==> config.mk <==
export PLATFORM = sky130hd
export DESIGN_NAME = braille_charset_text_parser
export DESIGN_NICKNAME = d
export VERILOG_FILES = /design/src/hw/rtl/bcp_pkg.sv /design/src/hw/rtl/bcp_step.sv /design/src/hw/rtl/braille_charset_text_parser.sv
export SDC_FILE = /design/constraint.sdc
export NUM_CORES = 1
export LEC_CHECK = 0
export BUFFER_PORTS_ARGS = -buffer_cell sky130_fd_sc_hd__buf_2
export CORE_MARGIN = 4
export CORE_UTILIZATION = 45
export DETAILED_ROUTE_END_ITERATION = 16
export PLACE_DENSITY_LB_ADDON = 0.2
export SYNTH_ARGS = -nofsm -noshare
export SYNTH_HDL_FRONTEND = slang
export SYNTH_SLANG_ARGS = --single-unit
==> constraint.sdc <==
create_clock -name clock -period 3.4 [get_ports clock]
set_clock_uncertainty 0.2 [all_clocks]
set_input_delay 0.34 -clock clock [delete_from_list [all_inputs] [get_ports clock]]
set_output_delay 0.34 -clock clock [all_outputs]
set_load 0.01 [all_outputs]
==> src/hw/rtl/bcp_pkg.sv <==
// Shared types for the braille character-set text parser.
// Parser states, event kinds and the register and result bundles.
// No dependencies.
package bcp_pkg;

   localparam int LINE_BITS_DEFAULT = 16;
   localparam int ERR_LINE_BITS     = 16;

   typedef enum logic [3:0] {
      ST_HDR     = 4'd0,
      ST_WS1     = 4'd1,
      ST_NAM     = 4'd2,
      ST_NEWLINE = 4'd3,
      ST_ERREOL  = 4'd4,
      ST_HX1     = 4'd5,
      ST_HX2     = 4'd6,
      ST_HX3     = 4'd7,
      ST_CDL     = 4'd8,
      ST_UNI1    = 4'd9,
      ST_UNI2    = 4'd10,
      ST_WS2     = 4'd11,
      ST_LETR    = 4'd12,
      ST_FTR     = 4'd13
   } parse_state_type;

   typedef enum logic [2:0] {
      EV_NONE     = 3'd0,
      EV_NAME     = 3'd1,
      EV_NAMEDONE = 3'd2,
      EV_LETTER   = 3'd3,
      EV_MAPPING  = 3'd4
   } event_kind_type;

   typedef struct packed {
      parse_state_type state;
      logic [7:0]      match_or_dots;
      logic [7:0]      digit_dots;
      logic            done;
   } parse_regs_type;

   typedef struct packed {
      event_kind_type           kind;
      logic [7:0]               data_byte;
      logic [7:0]               dot_mask;
      logic                     syntax_error;
      logic [ERR_LINE_BITS-1:0] error_line;
   } result_type;

endpackage

==> src/hw/rtl/bcp_step.sv <==
// One-byte transition of the parser: next register values and the result item.
// Purely combinational; depends on bcp_pkg.
module bcp_step #(
   parameter int LINE_BITS = bcp_pkg::LINE_BITS_DEFAULT
) (
   input  bcp_pkg::parse_regs_type regs,
   input  logic [LINE_BITS-1:0]    line_count,
   input  logic [7:0]              in_byte,
   output bcp_pkg::parse_regs_type regs_in,
   output logic [LINE_BITS-1:0]    line_count_in,
   output bcp_pkg::result_type     result
);
   import bcp_pkg::*;

   localparam logic [7:0] UTF8_LEAD   = 8'he2;
   localparam logic [7:0] UNI_LO      = 8'ha0;
   localparam logic [7:0] UNI_HI      = 8'ha3;
   localparam logic [7:0] CONT_MASK   = 8'hc0;
   localparam logic [7:0] CONT_TAG    = 8'h80;
   localparam logic [7:0] CONT_BITS   = 8'h3f;
   localparam logic [7:0] CHAR_CR     = 8'h0d;
   localparam logic [7:0] CHAR_LF     = 8'h0a;
   localparam logic [7:0] CHAR_TAB    = 8'h09;
   localparam logic [7:0] CHAR_SPACE  = 8'h20;
   localparam logic [7:0] CHAR_EOF    = 8'h00;

   logic [7:0]           c;
   logic [7:0]           mod;
   logic [LINE_BITS-1:0] line_inc;
   logic                 is_eol;
   logic                 is_blank;
   logic                 is_digit18;
   logic [7:0]           digit_bit;
   logic                 hex_ok;
   logic [3:0]           hex_val;
   logic                 eof_ends;
   logic                 is_cont;
   logic                 is_uni1;
   logic                 err;
   logic                 err_inc;
   logic [31:0]          line_wide;

   assign c          = in_byte;
   assign mod        = regs.match_or_dots;
   assign line_inc   = line_count + LINE_BITS'(1);
   assign is_eol     = (c == CHAR_CR) || (c == CHAR_LF);
   assign is_blank   = (c == CHAR_SPACE) || (c == CHAR_TAB);
   assign is_digit18 = (c >= "1") && (c <= "8");
   assign digit_bit  = 8'b1 << c[2:0] - 3'd1;
   assign is_cont    = (c & CONT_MASK) == CONT_TAG;
   assign is_uni1    = (c >= UNI_LO) && (c <= UNI_HI);
   assign eof_ends   = (c == CHAR_EOF) && (regs.state != ST_UNI1)
                       && (regs.state != ST_UNI2);

   always_comb begin
      hex_ok  = 1'b0;
      hex_val = c[3:0];
      if (c >= "0" && c <= "9") begin
         hex_ok = 1'b1;
      end else if ((c >= "a" && c <= "f") || (c >= "A" && c <= "F")) begin
         hex_ok  = 1'b1;
         hex_val = c[3:0] + 4'd9;
      end
   end

   // next register values
   always_comb begin
      regs_in       = regs;
      line_count_in = line_count;
      if (!regs.done) begin
         if (eof_ends) begin
            regs_in.done = 1'b1;
         end else begin
            case (regs.state)
               ST_WS1, ST_WS2: begin
                  if (is_eol) begin
                     line_count_in         = line_inc;
                     regs_in.match_or_dots = c;
                     regs_in.state = (regs.state == ST_WS1) ? ST_HDR : ST_NEWLINE;
                  end else if (!is_blank) begin
                     regs_in.state = (regs.state == ST_WS1) ? ST_NAM : ST_LETR;
                  end
               end
               ST_NAM, ST_LETR, ST_ERREOL: begin
                  if (is_eol) begin
                     line_count_in         = line_inc;
                     regs_in.match_or_dots = c;
                     regs_in.state         = ST_NEWLINE;
                  end
               end
               ST_NEWLINE: begin
                  if (c == "0") begin
                     regs_in.state = ST_HX1;
                  end else if (is_digit18) begin
                     regs_in.digit_dots = digit_bit;
                     regs_in.state      = ST_CDL;
                  end else if (c == UTF8_LEAD) begin
                     regs_in.state = ST_UNI1;
                  end else if (c == "!") begin
                     regs_in.match_or_dots = c;
                     regs_in.state         = ST_FTR;
                  end else if (is_eol) begin
                     // CR after LF (or LF after CR) belongs to the same line end
                     if (mod != ((c == CHAR_CR) ? CHAR_LF : CHAR_CR)) begin
                        line_count_in         = line_inc;
                        regs_in.match_or_dots = c;
                     end
                  end else begin
                     regs_in.state = ST_ERREOL;
                  end
               end
               ST_HX1, ST_HX2, ST_HX3, ST_CDL, ST_UNI1, ST_UNI2, ST_FTR: begin
                  if (is_eol) begin
                     line_count_in         = line_inc;
                     regs_in.match_or_dots = c;
                     regs_in.state         = ST_NEWLINE;
                  end else begin
                     case (regs.state)
                        ST_HX1: begin
                           regs_in.state = (c == "x" || c == "X") ? ST_HX2 : ST_ERREOL;
                        end
                        ST_HX2: begin
                           if (hex_ok) begin
                              regs_in.match_or_dots = {hex_val, 4'h0};
                              regs_in.state         = ST_HX3;
                           end else begin
                              regs_in.state = ST_ERREOL;
                           end
                        end
                        ST_HX3: begin
                           if (hex_ok) begin
                              regs_in.match_or_dots = mod | {4'h0, hex_val};
                              regs_in.state         = ST_WS2;
                           end else begin
                              regs_in.state = ST_ERREOL;
                           end
                        end
                        ST_CDL: begin
                           if (is_digit18) begin
                              regs_in.digit_dots = regs.digit_dots | digit_bit;
                           end else if (is_blank) begin
                              regs_in.match_or_dots = regs.digit_dots;
                              regs_in.digit_dots    = 8'h00;
                              regs_in.state         = ST_WS2;
                           end else if (c != ",") begin
                              regs_in.state = ST_ERREOL;
                           end
                        end
                        ST_UNI1: begin
                           if (is_uni1) begin
                              regs_in.match_or_dots = {c[1:0], 6'h00};
                              regs_in.state         = ST_UNI2;
                           end else begin
                              regs_in.state = ST_ERREOL;
                           end
                        end
                        ST_UNI2: begin
                           if (is_cont) begin
                              regs_in.match_or_dots = mod | (c & CONT_BITS);
                              regs_in.state         = ST_WS2;
                           end else begin
                              regs_in.state = ST_ERREOL;
                           end
                        end
                        default: begin
                           // footer: each char must follow its predecessor
                           case (c)
                              "U": regs_in.match_or_dots = (mod == "!") ? c : 8'h00;
                              "T": regs_in.match_or_dots = (mod == "U") ? c : 8'h00;
                              "F": regs_in.match_or_dots = (mod == "T") ? c : 8'h00;
                              "-": regs_in.match_or_dots = (mod == "F") ? c : 8'h00;
                              "8": regs_in.match_or_dots = (mod == "-") ? c : 8'h00;
                              " ": regs_in.match_or_dots = (mod == "8") ? c : 8'h00;
                              "E": regs_in.match_or_dots = (mod == " ") ? c : 8'h00;
                              "N": regs_in.match_or_dots = (mod == "E") ? c : 8'h00;
                              "D": regs_in.done = (mod == "N");
                              default: regs_in.state = ST_ERREOL;
                           endcase
                        end
                     endcase
                  end
               end
               default: begin
                  // header search, also for the unused codes
                  regs_in.state = ST_HDR;
                  case (c)
                     "!": regs_in.match_or_dots = c;
                     "U": regs_in.match_or_dots = (mod == "!") ? c : 8'h00;
                     "T": regs_in.match_or_dots = (mod == "U") ? c : 8'h00;
                     "F": regs_in.match_or_dots = (mod == "T") ? c : 8'h00;
                     "-": regs_in.match_or_dots = (mod == "F") ? c : 8'h00;
                     "8": regs_in.match_or_dots = (mod == "-") ? c : 8'h00;
                     " ": regs_in.match_or_dots = (mod == "8") ? c : 8'h00;
                     "B": regs_in.match_or_dots = (mod == " ") ? c : 8'h00;
                     "E": regs_in.match_or_dots = (mod == "B") ? c : 8'h00;
                     "G": regs_in.match_or_dots = (mod == "E") ? c : 8'h00;
                     "I": regs_in.match_or_dots = (mod == "G") ? c : 8'h00;
                     "N": begin
                        if (mod == "I") regs_in.state = ST_WS1;
                        else regs_in.match_or_dots = 8'h00;
                     end
                     CHAR_CR, CHAR_LF: begin
                        if (mod != ((c == CHAR_CR) ? CHAR_LF : CHAR_CR)) begin
                           line_count_in         = line_inc;
                           regs_in.match_or_dots = c;
                        end
                     end
                     default: regs_in.match_or_dots = 8'h00;
                  endcase
               end
            endcase
         end
      end
   end

   // result item
   always_comb begin
      result.kind      = EV_NONE;
      result.data_byte = 8'h00;
      result.dot_mask  = 8'h00;
      err              = 1'b0;
      err_inc          = 1'b0;
      if (!regs.done) begin
         if (eof_ends) begin
            err = 1'b1;
         end else begin
            case (regs.state)
               ST_WS1, ST_WS2: begin
                  if (is_eol) begin
                     err     = 1'b1;
                     err_inc = 1'b1;
                  end else if (!is_blank) begin
                     result.kind      = (regs.state == ST_WS1) ? EV_NAME : EV_LETTER;
                     result.data_byte = c;
                  end
               end
               ST_NAM, ST_LETR: begin
                  if (is_eol) begin
                     if (regs.state == ST_NAM) begin
                        result.kind = EV_NAMEDONE;
                     end else begin
                        result.kind     = EV_MAPPING;
                        result.dot_mask = mod;
                     end
                  end else begin
                     result.kind      = (regs.state == ST_NAM) ? EV_NAME : EV_LETTER;
                     result.data_byte = c;
                  end
               end
               ST_NEWLINE: begin
                  err = !(c == "0" || is_digit18 || c == UTF8_LEAD || c == "!" || is_eol);
               end
               ST_HX1: begin
                  err     = !(c == "x" || c == "X");
                  err_inc = is_eol;
               end
               ST_HX2, ST_HX3: begin
                  err     = !hex_ok;
                  err_inc = is_eol;
               end
               ST_CDL: begin
                  err     = !(c == "," || is_digit18 || is_blank);
                  err_inc = is_eol;
               end
               ST_UNI1: begin
                  err     = !is_uni1;
                  err_inc = is_eol;
               end
               ST_UNI2: begin
                  err     = is_eol || !is_cont;
                  err_inc = is_eol;
               end
               ST_FTR: begin
                  err     = !(c == "U" || c == "T" || c == "F" || c == "-" || c == "8"
                              || c == " " || c == "E" || c == "N" || c == "D");
                  err_inc = is_eol;
               end
               default: begin
               end
            endcase
         end
      end
      line_wide           = err_inc ? 32'(line_inc) : 32'(line_count);
      result.syntax_error = err;
      result.error_line   = err ? line_wide[ERR_LINE_BITS-1:0] : '0;
   end

endmodule

==> src/hw/rtl/braille_charset_text_parser.sv <==
// Top level of the braille character-set text parser: state and result registers.
// Uses bcp_step for the byte transition; depends on bcp_pkg.
// The result item of an accepted byte is registered and shown on rsp_ in the next cycle.
// Throughput: one byte per cycle; the result register lets a new byte in
// whenever the held result is taken in the same cycle or none is held.
// Reset: synchronous; header search, line counter 1, no result held.
module braille_charset_text_parser #(
   parameter int LINE_BITS = bcp_pkg::LINE_BITS_DEFAULT
) (
   input  logic        clock,
   input  logic        reset,
   input  logic        req_tvalid,
   output logic        req_tready,
   input  logic [7:0]  req_tdata,   // [7:0] in_byte
   output logic        rsp_tvalid,
   input  logic        rsp_tready,
   output logic [31:0] rsp_tdata,   // [7:0] data_byte, [15:8] dot_mask, [31:16] error_line
   output logic [7:0]  rsp_tuser    // [2:0] event_kind, [3] syntax_error, [4] finished
);
   import bcp_pkg::*;

   parse_regs_type       regs_ff, regs_in;
   logic [LINE_BITS-1:0] line_ff, line_in;
   result_type           step_res;
   result_type           res_ff;
   logic                 fin_ff;
   logic                 rsp_valid_ff, rsp_valid_in;
   logic                 accept;

   bcp_step #(.LINE_BITS(LINE_BITS)) u_step (
      .regs          (regs_ff),
      .line_count    (line_ff),
      .in_byte       (req_tdata),
      .regs_in       (regs_in),
      .line_count_in (line_in),
      .result        (step_res)
   );

   assign req_tready   = !rsp_valid_ff || rsp_tready;
   assign accept       = req_tvalid && req_tready;
   assign rsp_valid_in = accept || (rsp_valid_ff && !rsp_tready);

   always_ff @(posedge clock) begin
      if (reset) begin
         regs_ff.state         <= ST_HDR;
         regs_ff.match_or_dots <= 8'h00;
         regs_ff.digit_dots    <= 8'h00;
         regs_ff.done          <= 1'b0;
         line_ff               <= LINE_BITS'(1);
         rsp_valid_ff          <= 1'b0;
      end else begin
         rsp_valid_ff <= rsp_valid_in;
         if (accept) begin
            regs_ff <= regs_in;
            line_ff <= line_in;
         end
      end
   end

   // result payload: hold while the sink stalls
   always_ff @(posedge clock) begin
      if (accept) begin
         res_ff <= step_res;
         fin_ff <= regs_in.done;
      end
   end

   assign rsp_tvalid = rsp_valid_ff;
   assign rsp_tdata  = {res_ff.error_line, res_ff.dot_mask, res_ff.data_byte};
   assign rsp_tuser  = {3'b000, fin_ff, res_ff.syntax_error, res_ff.kind};

   a_done_sticky: assert property (@(posedge clock) disable iff (reset)
      regs_ff.done |=> regs_ff.done)
      else $error("finished flag dropped");

   a_done_quiet: assert property (@(posedge clock) disable iff (reset)
      (accept && regs_ff.done) |=> (res_ff.kind == EV_NONE && !res_ff.syntax_error
                                    && fin_ff))
      else $error("event after parsing finished");

   a_line_zero: assert property (@(posedge clock) disable iff (reset)
      (rsp_valid_ff && !res_ff.syntax_error) |-> (res_ff.error_line == '0))
      else $error("error line set without an error");

   a_accept_valid: assert property (@(posedge clock) disable iff (reset)
      accept |=> rsp_valid_ff)
      else $error("accepted item gave no result");

endmodule
# --- Word level (Yosys, flattened, before mapping) ---
# Cells that the tools add are included.
# Widths: inputs -> output; s select.
totals:
  wordCells: 256
  out_inout_bits: 42
  input_bits: 12
  register_bits: 75
op_classes:
  order_cmp: 10
  addsub: 3
  reduce_logical: 57
  n_eq_ne: 77
  bitwise_logic: 7
  muxes: 89
  shifts: 1
ops:
  columns: ["cell", "count"]
  rows:
  - ["$mux 8", 24]
  - ["$mux 16", 11]
  - ["$eq 8x7->1 const B", 19]
  - ["$pmux 8 s13", 1]
  - ["$eq 8x6->1 const B", 10]
  - ["$pmux 8 s8", 1]
  - ["$mux 4", 15]
  - ["$mux 12", 4]
  - ["$pmux 12 s4", 1]
  - ["$pmux 8 s6", 1]
  - ["$pmux 16 s2", 1]
  - ["$eq 4x4->1 const B", 6]
  - ["$eq 8x4->1 const B", 3]
  - ["$pmux 4 s6", 1]
  - ["$mux 11", 2]
  - ["$pmux 11 s2", 1]
  - ["$logic_or 1x1->1", 21]
  - ["$ne 4x2->1 const B", 5]
  - ["$reduce_and 18->1", 1]
  - ["$reduce_and 9->1", 2]
  - ["$add 16x1->16 const B", 1]
  - ["$eq 4x3->1 const B", 4]
  - ["$ge 8x6->1 const B", 2]
  - ["$ge 8x7->1 const B", 2]
  - ["other kinds (47)", 105]

# --- Longest topological paths before layout ---
depth:
  word_depth: 13
  mapped_depth: 15
  depth_no_buf: 11

# --- Modules after synthesis ---
# From an unflattened synthesis, not the netlist that was laid out.
unflattened:
  cells_unflattened: 807
  area_unflattened_um2: 6561.3
by_module_without_submodules:
  columns: ["module", "area_per_inst_um2", "seq_area_each_um2", "cells_per_inst", "n_inst"]
  rows:
  - ["bcp_step", 3728.6, 0.0, 592, 1]
  - ["braille_charset_text_parser", 2832.7, 1871.8, 215, 1]

# --- Worst setup path after synthesis ---
# Ideal clock, no wire load.
synth_timing:
  kind: "input port to flip-flop"
  startpoint: "input req_tdata[0]"
  endpoint: "register regs_ff[14] in the netlist's numbering"
  slack_ns: 0.186
  setup_time_ns: 0.136
  required_ns: 3.064
  arrival_time_ns: 2.878
  n_path_buf: 1
  stages: 11
  cell_sequence: "clkbuf_1 -> inv_1 -> ha_1 -> or4b_4 -> mux2_4 -> a21oi_4 -> mux2i_1 -> o211ai_1 -> a31o_1 -> a221oi_1 -> a311oi_2"
synth_between:
  elab_chain_len: 10
  word_cells_on_any_way: 75
synth_lines:
  columns: ["item", "line_no", "rtl"]
  rows:
  - ["from (decl)", "braille_charset_text_parser.sv:14", "input logic [7:0] req_tdata,"]
  - ["parallel branches: the longest is 10 deep, another holds $ge 8x7->1", null, null]
  - ["to (signal assigned)", "braille_charset_text_parser.sv:54", "regs_ff <= regs_in;"]
  - ["to (decl)", "braille_charset_text_parser.sv:22", "parse_regs_type regs_ff, regs_in;"]
# Parallel ways; which one is timed is not known. The select of a mux whose other input is x is not followed.
# A chain may end at the register's enable or synchronous reset.

# --- Worst setup path in the final report ---
layout_timing:
  startpoint: "register regs_ff[18] in the netlist's numbering"
  endpoint: "register regs_ff[15] in the netlist's numbering"
layout_between:
  elab_chain_len: 5
  word_cells_on_any_way: 40
layout_lines:
  columns: ["item"]
  rows:
  - ["parallel branches: the longest is 5 deep, another holds $reduce_and 18->1"]
# Parallel ways; which one is timed is not known.

==> impl_metrics.env <==
export IMPL_row_count=40
export IMPL_clock_latency_ns=0.34
export IMPL_fin_ws_ns=0.197
export IMPL_p_per_area_nw_per_um2=436
export IMPL_drv_cap=0
export IMPL_p_int_mw=1.86
export IMPL_top_usage_layer="met2"
export IMPL_crit_required_ns=3.44
export IMPL_fin_nets=767
export IMPL_setup_viol=0
export IMPL_rr_worst_depth=9
export IMPL_status="finished, final reports clean"
export IMPL_core_um2=12100
export IMPL_holdPathStages=3
export IMPL_setup_tns_final_ns=0
export IMPL_antennaDiodeCount=0
export IMPL_place_ws_ns=0.0634
export IMPL_start_kind="flop"
export IMPL_htree_levels=3
export IMPL_p_seq_frac=0.385
export IMPL_antenna_left=0
export IMPL_cp_end_kind="flop"
export IMPL_post_cts_resize_count=0
export IMPL_seq_area_frac_synth=0.336
export IMPL_clockPowerShare=0.317
export IMPL_io_buffers=50
export IMPL_grt_ovfl_total=0
export IMPL_rsz0062_at_grt="false"
export IMPL_drive_gt1_frac=0.215
export IMPL_async_reset_ff_frac=0
export IMPL_vias=5621
export IMPL_cts_buffers=9
export IMPL_viasPerCell=6.12
export IMPL_cp_common_cell="nand2b_1"
export IMPL_period_minus_slack_ns=3.20
export IMPL_crit_arrival_ns=3.24
export IMPL_drtPass1Iterations=5
export IMPL_finalMaxSlewViolations=0
export IMPL_post_route_period_util=0.942
export IMPL_cts_tree="yes"
export IMPL_cts_root_buf="clkbuf_16"
export IMPL_hp_class="primary input to flop"
export IMPL_swShare=0.355
export IMPL_cts_buffer_depth=2
export IMPL_syn_to_final_growth_pct=18.5
export IMPL_ys_flop_type="dfxtp_1"
export IMPL_ios=54
export IMPL_worstMarginPinSlew_ns=0.781
export IMPL_use_met2=0.422
export IMPL_die_area_um2=14200
export IMPL_first_iter_violations=499
export IMPL_grt_pass1_vias=5215
export IMPL_hold_violations=0
export IMPL_synth_area_um2=5580
export IMPL_hold_start="req_tvalid"
export IMPL_start_util=0.462
export IMPL_gr_usage_met3=0.0522
export IMPL_switchingPower_mw=1.02
export IMPL_netlist_instances=667
export IMPL_cts_hold_buf=0
export IMPL_antenna_found_initial=0
export IMPL_max_freq_ghz=0.312
export IMPL_power_mw=2.88
export IMPL_path_cells="xnor2_1, o211ai_1, nand2b_1, nand2b_1, a2111o_1, nor3_2, buf_4, a21oi_1, a311oi_1"
export IMPL_ir_drop_mv=0.232
export IMPL_dieWidth_um=119
export IMPL_critical_path_max_stage_delay_ns=0.83
export IMPL_maxSlewHeadroom=0.479
export IMPL_chipHeight_um=119
export IMPL_hold_end="rsp_tvalid$_SDFF_PP0_"
export IMPL_ys_types=86
export IMPL_ys_warnings_count=0
export IMPL_clk_pin_slew_ns=0.06
export IMPL_drc=0
export IMPL_combinationalPowerShare=0.298
export IMPL_criticalPathCategory="flop to flop"
export IMPL_post_dp_hpwl_um=14300
export IMPL_r2r_end="regs_ff[15]$_SDFFE_PP0P_"
export IMPL_cts_setup_buffers=0
export IMPL_gr_usage_all_layers=0.266
export IMPL_r2r_setup_slack_ns=0.20
export IMPL_slowest_stage="dfxtp_1"
export IMPL_met1_usage=0.347
export IMPL_cts_sinks=75
export IMPL_cellLeakagePower_nw=2.54
export IMPL_grt_max_degree=40
export IMPL_ys_ff_latch=75
export IMPL_wirelength_um=19100
export IMPL_crit_fanout=22
export IMPL_grt_pass1_wl_um=29700
export IMPL_gp_congestion=0.989
export IMPL_rr_startpoint="regs_ff[18]$_SDFFE_PP0P_"
export IMPL_synth_edf_count=37
export IMPL_syn_area_per_cell_um2=8.36
export IMPL_drt_wirelength_per_cell_um=20.8
sequential cells by signal, indices dropped and copies added, names as in the netlist:
| signal | cells |
|---|---|
| rsp_tdata | 32 |
| regs_ff | 21 |
| line_ff | 16 |
| rsp_tuser | 4 |
| fin_ff | 1 |
| rsp_tvalid | 1 |
final cells by class:
class / count / area, µm²
Fill cell: 1125 / 5460
Multi-Input combinational cell: 526 / 3380
Sequential cell: 75 / 1870
Timing Repair Buffer: 115 / 788
Clock buffer: 9 / 225
Tap cell: 168 / 210
Inverter: 18 / 70.1
Clock inverter: 7 / 58.8
power groups by stage:
stage / Sequential, mW / Clock [mW] / Combinational (mW)
after floorplan: 1.08 / 0 / 0.555
after global placement: 1.12 / 0 / 0.841
after detailed placement: 1.12 / 0 / 0.837
after CTS: 1.10 / 0.936 / 0.841
after global routing: 1.12 / 0.977 / 0.917
final: 1.11 / 0.911 / 0.859
cell usage after synthesis, drive strengths merged (6+ instances only):
cell type | number | share of area
a211oi | 17 | 0.023
a21oi | 37 | 0.035
a31oi | 8 | 0.0090
and2 | 19 | 0.021
and3 | 20 | 0.022
buf | 27 | 0.031
clkbuf | 23 | 0.015
dfxtp | 38 | 0.14
edfxtp | 37 | 0.20
ha | 10 | 0.022
inv | 18 | 0.013
mux2i | 6 | 0.011
nand2 | 82 | 0.055
nand2b | 9 | 0.010
nand3 | 20 | 0.019
nand4 | 22 | 0.025
nor2 | 69 | 0.046
nor2b | 13 | 0.015
nor3 | 12 | 0.013
nor4 | 11 | 0.019
nor4b | 8 | 0.020
o211ai | 9 | 0.013
o21ai | 29 | 0.027
xnor2 | 6 | 0.0094
xor2 | 28 | 0.044
per-layer routing:
layer / part of all wire / vias up
met2: 0.46 / 295
met4: 0.041 / 0
met1: 0.42 / 2656
met5: 0 / -
met3: 0.079 / 54
li1: - / 2616
logic make-up (layout without fill, tap and decap cells):
family                   count (synthesis)  count (layout)  synth area share
buffers and inverters                   68             149            0.0592
multiplexers                             9               9            0.0175
adder cells (fa/ha/maj)                 10              10            0.0224
XOR/XNOR                                34              34            0.0534
AND/OR/NAND/NOR                        313             313             0.308
AO/OA/AOI/OAI                          157             157             0.203
flip-flops                              75              75             0.336
other                                    1               3          0.000673
worst max-delay path: cells and delay by family (launching register included):
family | cells | cell delay (ns)
compound gates | 4 | 1.12
simple gates | 3 | 0.51
flops | 1 | 0.83
xor+xnor | 1 | 0.23
buf+inv | 1 | 0.20
layout by cell type, fill, tap and decap left out, drive strengths merged, types with 20 or more instances in the layout:
| master | Yosys | routed |
|---|---|---|
| dfxtp | 38 | 38 |
| o21ai | 29 | 29 |
| nand4 | 22 | 22 |
| buf | 27 | 115 |
| nand2 | 82 | 82 |
| nand3 | 20 | 20 |
| and3 | 20 | 20 |
| nor2 | 69 | 69 |
| edfxtp | 37 | 37 |
| inv | 18 | 21 |
| a21oi | 37 | 37 |
| xor2 | 28 | 28 |
worst max path at each step:
stage,start,endpoint,cells past startpoint
finish,regs_ff[18]$_SDFFE_PP0P_,regs_ff[15]$_SDFFE_PP0P_,9
CTS,regs_ff[18]$_SDFFE_PP0P_,regs_ff[15]$_SDFFE_PP0P_,9
global placement,req_tdata[1],regs_ff[14]$_SDFFE_PP0P_,12
global route,regs_ff[18]$_SDFFE_PP0P_,regs_ff[15]$_SDFFE_PP0P_,9
floorplan,req_tdata[0],regs_ff[14]$_SDFFE_PP0P_,11
detailed placement,req_tdata[1],regs_ff[17]$_SDFFE_PP0P_,10
stage by stage:
stage                     instance area (µm²)   util  cells  hold WS, ns
after floorplan                          5580      -    669        0.254
after detailed placement                 6320  0.524    902        0.317
final                                    6610  0.548    918       0.0404
after CTS                                6610  0.548    918       0.0258
after global placement                   6320  0.524    902        0.292
after global routing                     6610  0.548    918       0.0489
Power figures use the tool's default switching activity.
